**config.mk**
```make
export PLATFORM = sky130hd
export DESIGN_NAME = srtf_scheduler
export DESIGN_NICKNAME = d
export VERILOG_FILES = /design/src/rtl/core/srtf_pkg.sv /design/src/rtl/core/srtf_scheduler.sv /design/src/rtl/core/srtf_cmp.sv /design/src/rtl/core/srtf_table.sv
export VERILOG_INCLUDE_DIRS = /design/src /design/src/rtl/core
export SDC_FILE = /design/constraint.sdc
export NUM_CORES = 1
export LEC_CHECK = 0
export ABC_AREA = 1
export ABC_CLOCK_PERIOD_IN_PS = 8000
export BUFFER_PORTS_ARGS = -buffer_cell sky130_fd_sc_hd__buf_2
export CAP_MARGIN = 20
export CORE_ASPECT_RATIO = 0.9
export CORE_MARGIN = 1.5
export CORE_UTILIZATION = 44
export CTS_BUF_LIST = sky130_fd_sc_hd__clkbuf_16
export DETAILED_ROUTE_END_ITERATION = 8
export SLEW_MARGIN = 20
export SYNTH_ARGS = -nofsm -noshare
export SYNTH_HDL_FRONTEND = slang
export SYNTH_SLANG_ARGS = --single-unit
```
**constraint.sdc**
```tcl
create_clock -name clock -period 8 [get_ports clock]
set_clock_uncertainty 0.05 [all_clocks]
set_input_delay 0.4 -clock clock [delete_from_list [all_inputs] [get_ports clock]]
set_output_delay 0.4 -clock clock [all_outputs]
set_load 0.005 [all_outputs]
```
**src/rtl/core/assert_macros.svh**
```systemverilog
// Assertion macros shared by the scheduler RTL.
// Depends on nothing; included by files that carry concurrent assertions.
`ifndef ASSERT_MACROS_SVH
`define ASSERT_MACROS_SVH

// Same-cycle implication, disabled while reset is high
`define ASSERT_IMPL(label, clk, rst, ante, cons) \
   label: assert property (@(posedge clk) disable iff (rst) (ante) |-> (cons)) \
      else $error("assertion failed: same-cycle implication");

// Next-cycle implication, disabled while reset is high
`define ASSERT_NEXT(label, clk, rst, ante, cons) \
   label: assert property (@(posedge clk) disable iff (rst) (ante) |=> (cons)) \
      else $error("assertion failed: next-cycle implication");

`endif

```
**src/rtl/core/srtf_pkg.sv**
```systemverilog
// Shared constants and types of the SRTF scheduler.
// Depends on nothing; imported by every scheduler module.
`timescale 1ns / 1ps

package srtf_pkg;

   localparam int MAX_PROCS  = 16;
   localparam int SLOT_W     = $clog2(MAX_PROCS);
   localparam int TIME_W     = 16;
   localparam int PID_W      = 6;
   localparam int BURST_W    = 12;
   localparam int RPT_W      = 16;
   localparam int REQ_DATA_W = 24;
   localparam int RSP_DATA_W = 48;

   localparam logic [SLOT_W-1:0] LAST_SLOT = SLOT_W'(MAX_PROCS - 1);

   // Transaction kind carried on req_tuser
   localparam logic MODE_ADMIT = 1'b0;
   localparam logic MODE_TICK  = 1'b1;

   // One slot of the process table as seen on the read port
   typedef struct packed {
      logic               valid;
      logic [PID_W-1:0]   pid;
      logic [BURST_W-1:0] remaining;
      logic [BURST_W-1:0] total;
      logic [TIME_W-1:0]  arrival;
   } slot_entry_type;

   // Table update command from the sequencer
   typedef struct packed {
      logic              admit;
      logic              retire;
      logic              decr;
      logic [SLOT_W-1:0] slot;
   } tbl_cmd_type;

   // Priority key of one process
   typedef struct packed {
      logic [BURST_W-1:0] remaining;
      logic [TIME_W-1:0]  age;
      logic [PID_W-1:0]   pid;
   } prio_key_type;

endpackage

```
**src/rtl/core/srtf_scheduler.sv**
```systemverilog
// SRTF scheduler top level: sequencer, best-slot registers and result register.
// Admit: accepted while idle, no result. Tick: a scan of every slot (one slot per cycle
// through the shared comparator), then an update state and a result state that loads
// rsp_tvalid; no new request is taken until that result is loaded. Synchronous
// active-high reset clears all valid marks, time and the overflow flag.
`timescale 1ns / 1ps
`include "assert_macros.svh"

module srtf_scheduler (
   input  logic                                clock,
   input  logic                                reset,
   input  logic                                req_tvalid,
   output logic                                req_tready,
   // [5:0] proc_id, [17:6] burst_len, [23:18] zero
   input  logic [srtf_pkg::REQ_DATA_W-1:0]     req_tdata,
   // [0] mode
   input  logic                                req_tuser,
   output logic                                rsp_tvalid,
   input  logic                                rsp_tready,
   // [0] busy_res, [6:1] run_id, [7] finished, [23:8] turnaround,
   // [39:24] waiting, [40] table_overflow, [47:41] zero
   output logic [srtf_pkg::RSP_DATA_W-1:0]     rsp_tdata
);
   import srtf_pkg::*;

   typedef enum logic [1:0] {
      ST_IDLE,
      ST_SCAN,
      ST_FINISH,
      ST_EMIT
   } state_type;

   state_type state_ff, state_in;

   logic [SLOT_W-1:0]  idx_ff, idx_in;
   logic [TIME_W-1:0]  time_ff, time_in;
   logic               ovf_ff, ovf_in;
   logic               found_ff, found_in;
   logic [SLOT_W-1:0]  best_slot_ff, best_slot_in;
   prio_key_type       best_key_ff, best_key_in;
   logic [BURST_W-1:0] best_total_ff, best_total_in;
   logic               done_ff, done_in;
   logic [TIME_W-1:0]  turn_ff, turn_in;

   logic               rsp_valid_ff, rsp_valid_in;
   logic               rsp_busy_ff, rsp_busy_in;
   logic [PID_W-1:0]   rsp_id_ff, rsp_id_in;
   logic               rsp_fin_ff, rsp_fin_in;
   logic [RPT_W-1:0]   rsp_turn_ff, rsp_turn_in;
   logic [RPT_W-1:0]   rsp_wait_ff, rsp_wait_in;
   logic               rsp_ovf_ff, rsp_ovf_in;

   logic               req_mode;
   logic [PID_W-1:0]   req_pid;
   logic [BURST_W-1:0] req_burst;
   logic               req_fire;

   tbl_cmd_type        cmd;
   slot_entry_type     rd_entry;
   logic [SLOT_W-1:0]  free_slot;
   logic               full;
   prio_key_type       cand_key;
   logic               take;
   logic [TIME_W-1:0]  wait_calc;

   // Unpack the request transaction
   assign req_mode  = req_tuser;
   assign req_pid   = req_tdata[PID_W-1:0];
   assign req_burst = req_tdata[PID_W+BURST_W-1:PID_W];
   assign req_tready = (state_ff == ST_IDLE);
   assign req_fire   = req_tvalid && req_tready;

   srtf_table u_table (
      .clock      (clock),
      .reset      (reset),
      .cmd        (cmd),
      .wr_pid     (req_pid),
      .wr_burst   (req_burst),
      .wr_arrival (time_ff),
      .rd_slot    (idx_ff),
      .rd_entry   (rd_entry),
      .free_slot  (free_slot),
      .full       (full)
   );

   // Key of the slot under scan
   assign cand_key.remaining = rd_entry.remaining;
   assign cand_key.age       = time_ff - rd_entry.arrival;
   assign cand_key.pid       = rd_entry.pid;

   srtf_cmp u_cmp (
      .cand       (cand_key),
      .best       (best_key_ff),
      .best_found (found_ff),
      .take       (take)
   );

   assign wait_calc = turn_ff - TIME_W'(best_total_ff);

   // Sequencer and datapath next state
   always_comb begin
      state_in      = state_ff;
      idx_in        = idx_ff;
      time_in       = time_ff;
      ovf_in        = ovf_ff;
      found_in      = found_ff;
      best_slot_in  = best_slot_ff;
      best_key_in   = best_key_ff;
      best_total_in = best_total_ff;
      done_in       = done_ff;
      turn_in       = turn_ff;
      rsp_valid_in  = rsp_valid_ff && !rsp_tready;
      rsp_busy_in   = rsp_busy_ff;
      rsp_id_in     = rsp_id_ff;
      rsp_fin_in    = rsp_fin_ff;
      rsp_turn_in   = rsp_turn_ff;
      rsp_wait_in   = rsp_wait_ff;
      rsp_ovf_in    = rsp_ovf_ff;
      cmd           = '0;

      case (state_ff)
         ST_IDLE: begin
            if (req_fire) begin
               if (req_mode == MODE_TICK) begin
                  idx_in   = '0;
                  found_in = 1'b0;
                  state_in = ST_SCAN;
               end else if (req_burst != '0) begin
                  // Admit into the lowest free slot or flag the drop
                  if (full) begin
                     ovf_in = 1'b1;
                  end else begin
                     cmd.admit = 1'b1;
                     cmd.slot  = free_slot;
                  end
               end
            end
         end
         ST_SCAN: begin
            // One slot per cycle through the shared comparator
            if (rd_entry.valid && take) begin
               found_in      = 1'b1;
               best_slot_in  = idx_ff;
               best_key_in   = cand_key;
               best_total_in = rd_entry.total;
            end
            if (idx_ff == LAST_SLOT) begin
               state_in = ST_FINISH;
            end else begin
               idx_in = idx_ff + SLOT_W'(1);
            end
         end
         ST_FINISH: begin
            // Advance time, then retire or decrement the winner
            time_in  = time_ff + TIME_W'(1);
            done_in  = 1'b0;
            turn_in  = best_key_ff.age + TIME_W'(1);
            cmd.slot = best_slot_ff;
            if (found_ff) begin
               if (best_key_ff.remaining <= BURST_W'(1)) begin
                  done_in    = 1'b1;
                  cmd.retire = 1'b1;
               end else begin
                  cmd.decr = 1'b1;
               end
            end
            state_in = ST_EMIT;
         end
         ST_EMIT: begin
            // Load the result register once it is free
            if (!rsp_valid_ff || rsp_tready) begin
               rsp_valid_in = 1'b1;
               rsp_busy_in  = found_ff;
               rsp_id_in    = found_ff ? best_key_ff.pid : '0;
               rsp_fin_in   = done_ff;
               rsp_turn_in  = done_ff ? RPT_W'(turn_ff) : '0;
               rsp_wait_in  = done_ff ? RPT_W'(wait_calc) : '0;
               rsp_ovf_in   = ovf_ff;
               state_in     = ST_IDLE;
            end
         end
         default: begin
            state_in = ST_IDLE;
         end
      endcase
   end

   // State, control and registered outputs
   always_ff @(posedge clock) begin
      if (reset) begin
         state_ff     <= ST_IDLE;
         idx_ff       <= '0;
         time_ff      <= '0;
         ovf_ff       <= 1'b0;
         found_ff     <= 1'b0;
         done_ff      <= 1'b0;
         rsp_valid_ff <= 1'b0;
      end else begin
         state_ff     <= state_in;
         idx_ff       <= idx_in;
         time_ff      <= time_in;
         ovf_ff       <= ovf_in;
         found_ff     <= found_in;
         done_ff      <= done_in;
         rsp_valid_ff <= rsp_valid_in;
      end
   end

   // Payload registers, no reset
   always_ff @(posedge clock) begin
      best_slot_ff  <= best_slot_in;
      best_key_ff   <= best_key_in;
      best_total_ff <= best_total_in;
      turn_ff       <= turn_in;
      rsp_busy_ff   <= rsp_busy_in;
      rsp_id_ff     <= rsp_id_in;
      rsp_fin_ff    <= rsp_fin_in;
      rsp_turn_ff   <= rsp_turn_in;
      rsp_wait_ff   <= rsp_wait_in;
      rsp_ovf_ff    <= rsp_ovf_in;
   end

   // Pack the response transaction
   assign rsp_tvalid = rsp_valid_ff;
   assign rsp_tdata  = {7'b0, rsp_ovf_ff, rsp_wait_ff, rsp_turn_ff,
                        rsp_fin_ff, rsp_id_ff, rsp_busy_ff};

   // A tick transaction always starts a scan at slot zero
   `ASSERT_NEXT(a_tick_starts_scan, clock, reset, req_fire && (req_mode == MODE_TICK), (state_ff == ST_SCAN) && (idx_ff == '0))
   // The scan index steps by one each cycle until the last slot
   `ASSERT_NEXT(a_scan_steps, clock, reset, (state_ff == ST_SCAN) && (idx_ff != LAST_SLOT), idx_ff == $past(idx_ff) + SLOT_W'(1))
   // A completion is only reported for a process that ran
   `ASSERT_IMPL(a_fin_needs_busy, clock, reset, rsp_valid_ff && rsp_fin_ff, rsp_busy_ff)

endmodule

```
**src/rtl/core/srtf_cmp.sv**
```systemverilog
// Shared priority comparator: decides whether a candidate slot beats the best so far.
// Depends on srtf_pkg.
`timescale 1ns / 1ps

module srtf_cmp (
   input  srtf_pkg::prio_key_type cand,
   input  srtf_pkg::prio_key_type best,
   input  logic                   best_found,
   output logic                   take
);
   import srtf_pkg::*;

   // Less remaining wins, then older arrival, then lower id; full ties keep the earlier slot
   always_comb begin
      if (!best_found) begin
         take = 1'b1;
      end else if (cand.remaining != best.remaining) begin
         take = cand.remaining < best.remaining;
      end else if (cand.age != best.age) begin
         take = cand.age > best.age;
      end else begin
         take = cand.pid < best.pid;
      end
   end

endmodule

```
**src/rtl/core/srtf_table.sv**
```systemverilog
// Process slot table: valid bits, per-slot fields, one read port and free-slot search.
// Depends on srtf_pkg.
`timescale 1ns / 1ps

module srtf_table (
   input  logic                         clock,
   input  logic                         reset,
   input  srtf_pkg::tbl_cmd_type        cmd,
   input  logic [srtf_pkg::PID_W-1:0]   wr_pid,
   input  logic [srtf_pkg::BURST_W-1:0] wr_burst,
   input  logic [srtf_pkg::TIME_W-1:0]  wr_arrival,
   input  logic [srtf_pkg::SLOT_W-1:0]  rd_slot,
   output srtf_pkg::slot_entry_type     rd_entry,
   output logic [srtf_pkg::SLOT_W-1:0]  free_slot,
   output logic                         full
);
   import srtf_pkg::*;

   logic [MAX_PROCS-1:0] valid_ff;
   logic [PID_W-1:0]     pid_ff       [MAX_PROCS];
   logic [BURST_W-1:0]   remaining_ff [MAX_PROCS];
   logic [BURST_W-1:0]   total_ff     [MAX_PROCS];
   logic [TIME_W-1:0]    arrival_ff   [MAX_PROCS];

   // Find the lowest free slot
   always_comb begin
      free_slot = '0;
      full      = 1'b1;
      for (int i = MAX_PROCS - 1; i >= 0; i--) begin
         if (!valid_ff[i]) begin
            free_slot = SLOT_W'(i);
            full      = 1'b0;
         end
      end
   end

   // Read the slot under scan
   always_comb begin
      rd_entry.valid     = valid_ff[rd_slot];
      rd_entry.pid       = pid_ff[rd_slot];
      rd_entry.remaining = remaining_ff[rd_slot];
      rd_entry.total     = total_ff[rd_slot];
      rd_entry.arrival   = arrival_ff[rd_slot];
   end

   // Valid bits
   always_ff @(posedge clock) begin
      if (reset) begin
         valid_ff <= '0;
      end else if (cmd.admit) begin
         valid_ff[cmd.slot] <= 1'b1;
      end else if (cmd.retire) begin
         valid_ff[cmd.slot] <= 1'b0;
      end
   end

   // Slot payload, no reset
   always_ff @(posedge clock) begin
      if (cmd.admit) begin
         pid_ff[cmd.slot]       <= wr_pid;
         remaining_ff[cmd.slot] <= wr_burst;
         total_ff[cmd.slot]     <= wr_burst;
         arrival_ff[cmd.slot]   <= wr_arrival;
      end else if (cmd.decr) begin
         remaining_ff[cmd.slot] <= remaining_ff[cmd.slot] - BURST_W'(1);
      end
   end

endmodule

```
Word-level counts from Yosys, hierarchy flattened
Memories as Yosys holds them, arrays and structs flattened. A register that Yosys moved wholly into a read port is not among the register bits. Cells that the tools add are included.

Input port bits: 29. RAM bits: 736. Register bits after elaboration: 137. Latch bits: 0. Logic and storage cells: 153. Output and inout bits: 50. Memories: 4. Bits in read-only memories: 0.

Memory list: u_table.arrival_ff (depth 16, width 16, rd ports 1, clocked after Yosys merged registers in 1, wr ports 1, RTL line srtf_table.sv:23) `logic [TIME_W-1:0] arrival_ff [MAX_PROCS];`; u_table.remaining_ff (depth 16, width 12, rd ports 2, clocked after Yosys merged registers in 1, wr ports 1, RTL line srtf_table.sv:21) `logic [BURST_W-1:0] remaining_ff [MAX_PROCS];`; u_table.total_ff (depth 16, width 12, rd ports 1, clocked after Yosys merged registers in 1, wr ports 1, RTL line srtf_table.sv:22) `logic [BURST_W-1:0] total_ff [MAX_PROCS];`; u_table.pid_ff (depth 16, width 6, rd ports 1, clocked after Yosys merged registers in 1, wr ports 1, RTL line srtf_table.sv:20) `logic [PID_W-1:0] pid_ff [MAX_PROCS];`.

Mux-type cells: 83. Magnitude comparators: 7. Multipliers: 0. Bitwise gates (word level): 5. Shift operators: 0. Equality and inequality tests: 12. Divide/modulo/power cells: 0. Reductions and logical operators: 17. Add/sub/neg operators: 6.

Operators by type and width (number): 4-bit 2-to-1 mux (29); 1-bit 2-to-1 mux (39); 16-bit by 1-bit adder with 16-bit output (second input constant) (2); 16-bit 2-to-1 mux (2); 16-bit bitwise AND (1); 16-bit greater-than comparator (1); 16-bit inequality test (1); 16-bit NOT (1); 16-bit bitwise OR (1); 4-bit one-hot mux with 2 select lines (2); 16-bit by 12-bit subtractor with 16-bit output (1); 16-bit subtractor (1); 12-bit by 1-bit less-or-equal comparator with 1-bit output (second input constant) (1); 12-bit < comparator (1); 12-bit 2-to-1 mux (1); 2-bit 2-to-1 mux (6); 12-bit inequality test (1); 4-bit AND reduction (3); 12-bit nonzero test (1); 12-bit by 1-bit subtractor with 12-bit output (second input constant) (1); 4-bit by 5-bit < comparator with 1-bit output (second input constant) (2); 2-bit inequality test (second input constant) (4); 2-bit one-hot mux with 4 select lines (1); 6-bit < comparator (1); other kinds (18) (26).

Longest topological paths before layout
Word-level depth: 29. Depth in mapped cells: 42. Gate-level depth less buffers: 37.

By module
A second synthesis with hierarchy kept.

Cell total of the unflattened synthesis: 3734. Area total of the unflattened synthesis: 39845.7 µm².

By module, submodules not included: srtf_table (seq. area each 22421.5 µm², cells an instance 2765, times used 1, area each 31843.0 µm²); srtf_scheduler (seq. area each 3733.6 µm², cells an instance 807, times used 1, area each 7040.5 µm²); srtf_cmp (seq. area each 0.0 µm², cells an instance 162, times used 1, area each 962.2 µm²).

Least setup slack after synthesis
OpenSTA, ideal clock, no wires.

Path kind: register to register. From: register with a tool-made name. To: register best_key_ff[0] in the netlist's numbering, enable pin. Setup time: 0.459 ns. Data required time: 7.491 ns. Setup slack: 0.179 ns. Stages on the path, launching flop included: 38. Arrival: 7.312 ns. Path buffers: 5. Clock period less this slack: 7.821 ns. Cells stage by stage: dfxtp_1 -> clkbuf_1 -> clkbuf_1 -> clkbuf_1 -> clkbuf_1 -> clkbuf_1 -> o21ai_0 -> o221ai_1 -> nand3_1 -> nand2_1 -> inv_1 -> ha_1 -> nand3_1 -> nand2_1 -> a21oi_1 -> o21bai_1 -> a21oi_1 -> o21ai_0 -> [2 not listed] -> a21oi_1 -> o21ai_0 -> nand2_1 -> nand2_1 -> a21oi_1 -> xor2_1 -> inv_1 -> ha_1 -> nand4_1 -> nor3_1 -> nand2_1 -> o2111ai_1 -> nand2_1 -> o21ai_0 -> nand2_1 -> nand2_1 -> nand2_1 -> nor2_1.

RTL lines: to (signal assigned) (RTL line srtf_scheduler.sv:212) `best_key_ff <= best_key_in;`; to (decl) (RTL line srtf_scheduler.sv:40) `prio_key_type best_key_ff, best_key_in;`.

==> results.cfg <==
[synthesis]
synthSimpleGateAreaFrac_pct = 13.3
synth.ff_latch_count = 889
synth-main-ff-cell = edfxtp_1
yosysSeqAreaShare_pct = 67.1
synth.distinct_cells = 47
synth_top_area_share_pct = 64.7
synth.largest_area_cell = edfxtp_1
synth_compound_gate_area_share_pct = 12.0
yosys-top-cells-area = edfxtp_1, o21ai_0, nand2_1, nor2_1, o221ai_1
synthAdderAreaFrac_pct = 2.28
yosys_warnings = 0
synth.area.mux_share_pct = 0
synth_top_family_by_area = simple AND/OR/NAND/NOR gates
synth_edf_count = 843
synth.avg_cell_area_um2 = 11.1
syn_inst = 3526
synthesis.area_um2 = 39100
synthArstFlopShare_pct = 0
synth_xor_area_share_pct = 0.694

[min_path]
hold_end = u_table.pid_ff[1][0]
hold_class = primary input to flop
min_from = req_tdata[0]
hold_depth = 1

[sta]
finalHoldViolations = 0
finalHoldWorstSlack_ns = 0.0783
setup_tns_ns = 0
period_share_pct = 84.4
min_period_ns = 6.75
rsz0062_at_grt = no
setup_viol = 0
slew_headroom_pct = 25.1
setup_slack_ns = 1.25
max_freq_ghz = 0.148
worst_pin_slew_ns = 1.12
drv_slew = 0

[floorplan]
start_util_pct = 44.5
core.rowCount = 103
fp.dieH_um = 286
core-area_um2 = 87900
die_area_um2 = 90700
chipWidth_um = 317
boundaryPins = 79

[drt]
drc_errors = 0
wl_per_cell_um = 23.0
first_pass_iters = 8
viasPerCell = 5.71
drt_iter0_drc = 3171
via_count = 27400
ant_nets = 0
wirelength_um = 110000

[power_and_ir_drop]
leakage_nw = 16.1
powerDensity_nw_per_um2 = 278
fin_total_pwr_mw = 12.2
vdd_drop_max_uv = 161

[clocking]
cts_buffers = 93
clk_root_buffer_cell = clkbuf_16
postCtsSetupRepairBufs = 0
ctsLongestPathBuffers = 3
clock_latency_ns = 0.68
hold_buffers = 0
cts_tree = done
post_cts_resized = 0
clkSlewWorstSetupHoldPaths_ns = 0.06
numClockSinks = 889
h-tree-depth = 3

[worst_setup_path]
worst-path-buf-inv = 5
worstSetupPathType = flop to flop
crit_fanout = 60
crit_required_ns = 8.26
critical_path.most_common_cell = nand2_1
reg2reg_slack_ns = 1.25
path_delay_family = compound AO/OA/AOI/OAI gates
slowest_stage = buf_4
worst_r2r_endpoint = best_key_ff[1]
rr_worst_depth = 29
crit_path_max_incr_delay_ns = 0.58
critPathArrivalTime_ns = 7.01
cp.depth = 29
cp-start-kind = flop
end_kind = flop

[layout]
final-seq-area_um2 = 26300
layout_common_cells = edfxtp_1, nand2_1, nor2_1
utilization_pct = 49.9
layout.cells.most_common = edfxtp_1
fillers = 7828
syn2layout_area_growth_pct = 12.2
layout.nets = 3660
multi_input_area_um2 = 11200
drive_gt1_share_pct = 9.42

[place]
routabilityCongestion = 0.864
pre_cts_slack_ns = 1.29
dp_hpwl_um = 62600
io_buffers = 65

[flow_run]
max-cap-violations = 0

[global_route]
grt_pass1_vias = 25900
grt_max_degree = 112
track_usage_pct = 24.3
grt_pass1_wl_um = 164000
antenna_found_initial = 3
overflow = 0

[status]
status = complete, no violations
flip-flops by register name (all words and copies together) (netlist names), 2 cells and up, named ones only:
signal and cells:
best_slot_ff 4, best_total_ff 12, u_table.pid_ff 96, rsp_turn_ff 16
rsp_wait_ff 16, state_ff 2, time_ff 16, u_table.remaining_ff 192
u_table.arrival_ff 256, best_key_ff 34, rsp_id_ff 6, u_table.total_ff 192
turn_ff 16, idx_ff 4
worst max path at each step:
stage / endpoint / from / slack [ns]
after floorplan: best_key_ff[0] / flop / 0.18
after global placement: best_key_ff[5] / flop / 1.29
after detailed placement: best_key_ff[3] / flop / 1.29
after CTS: best_key_ff[1] / flop / 1.24
after global routing: best_key_ff[1] / flop / 0.55
final: best_key_ff[1] / flop / 1.25
final cells by class:
type,instances,share of cell area (%)
diodes,1,0.00570
clock buffers,94,5.36
clock inverters,80,1.52
inverters,246,2.13
multi-input cells,2185,25.6
flip-flops and latches,889,59.8
well taps,1155,3.29
repair buffers,146,2.24
logic make-up (layout without fill, tap and decap cells):
logic type	after synthesis	after routing
flops	889	889
compound gates	798	798
fa+ha+maj	70	70
simple gates	1279	1279
buf+inv	458	566
other cells	1	8
xor+xnor	31	31
power breakdown:
group | switching, mW | internal [mW] | total (mW)
logic | 1.82 | 0.712 | 2.53
clock network | 1.84 | 2.44 | 4.28
registers | 0.0933 | 5.29 | 5.38
total | 3.75 | 8.44 | 12.2
worst register-to-register path: cells and delay by family, from the launching register on:
kind / cells / cell delay, ns
flops: 1 / 0.52
simple gates: 10 / 1.16
compound gates: 11 / 2.44
xor+xnor: 1 / 0.13
buf+inv: 5 / 1.42
fa+ha+maj: 2 / 0.60
through the flow:
stage / instances / instance area [um^2]
after floorplan: 3532 / 39100
after global placement: 4620 / 40800
after detailed placement: 4621 / 40900
after CTS: 4795 / 43900
after global routing: 4795 / 43900
final: 4796 / 43900
cell usage after synthesis (all sizes together) (3+ instances only):
library cell    n
nor3           28
clkinv          3
a21oi         103
buf            38
dfxtp          46
o221ai        119
o22ai          62
ha             68
nand4          16
o21a            3
nand2         553
a31oi           7
o21ai         443
clkbuf        174
nor4            7
nor2          482
or2             3
a221oi          4
nand3         186
o211ai         43
inv           243
o21bai          5
xor2           30
edfxtp        843
layer usage:
| layer | part of all wire, % | vias up | track usage [%] | wire length [um] |
|---|---|---|---|---|
| li1 | - | 12700 | - | - |
| met1 | 44 | 13400 | 36.0 | 49100 |
| met2 | 45 | 1148 | 37.3 | 49700 |
| met3 | 7.9 | 198 | 3.56 | 8770 |
| met4 | 2.6 | 2 | 7.20 | 2910 |
| met5 | 0.012 | - | 0 | 13 |
Note: power is estimated with default switching activity, not from simulation.
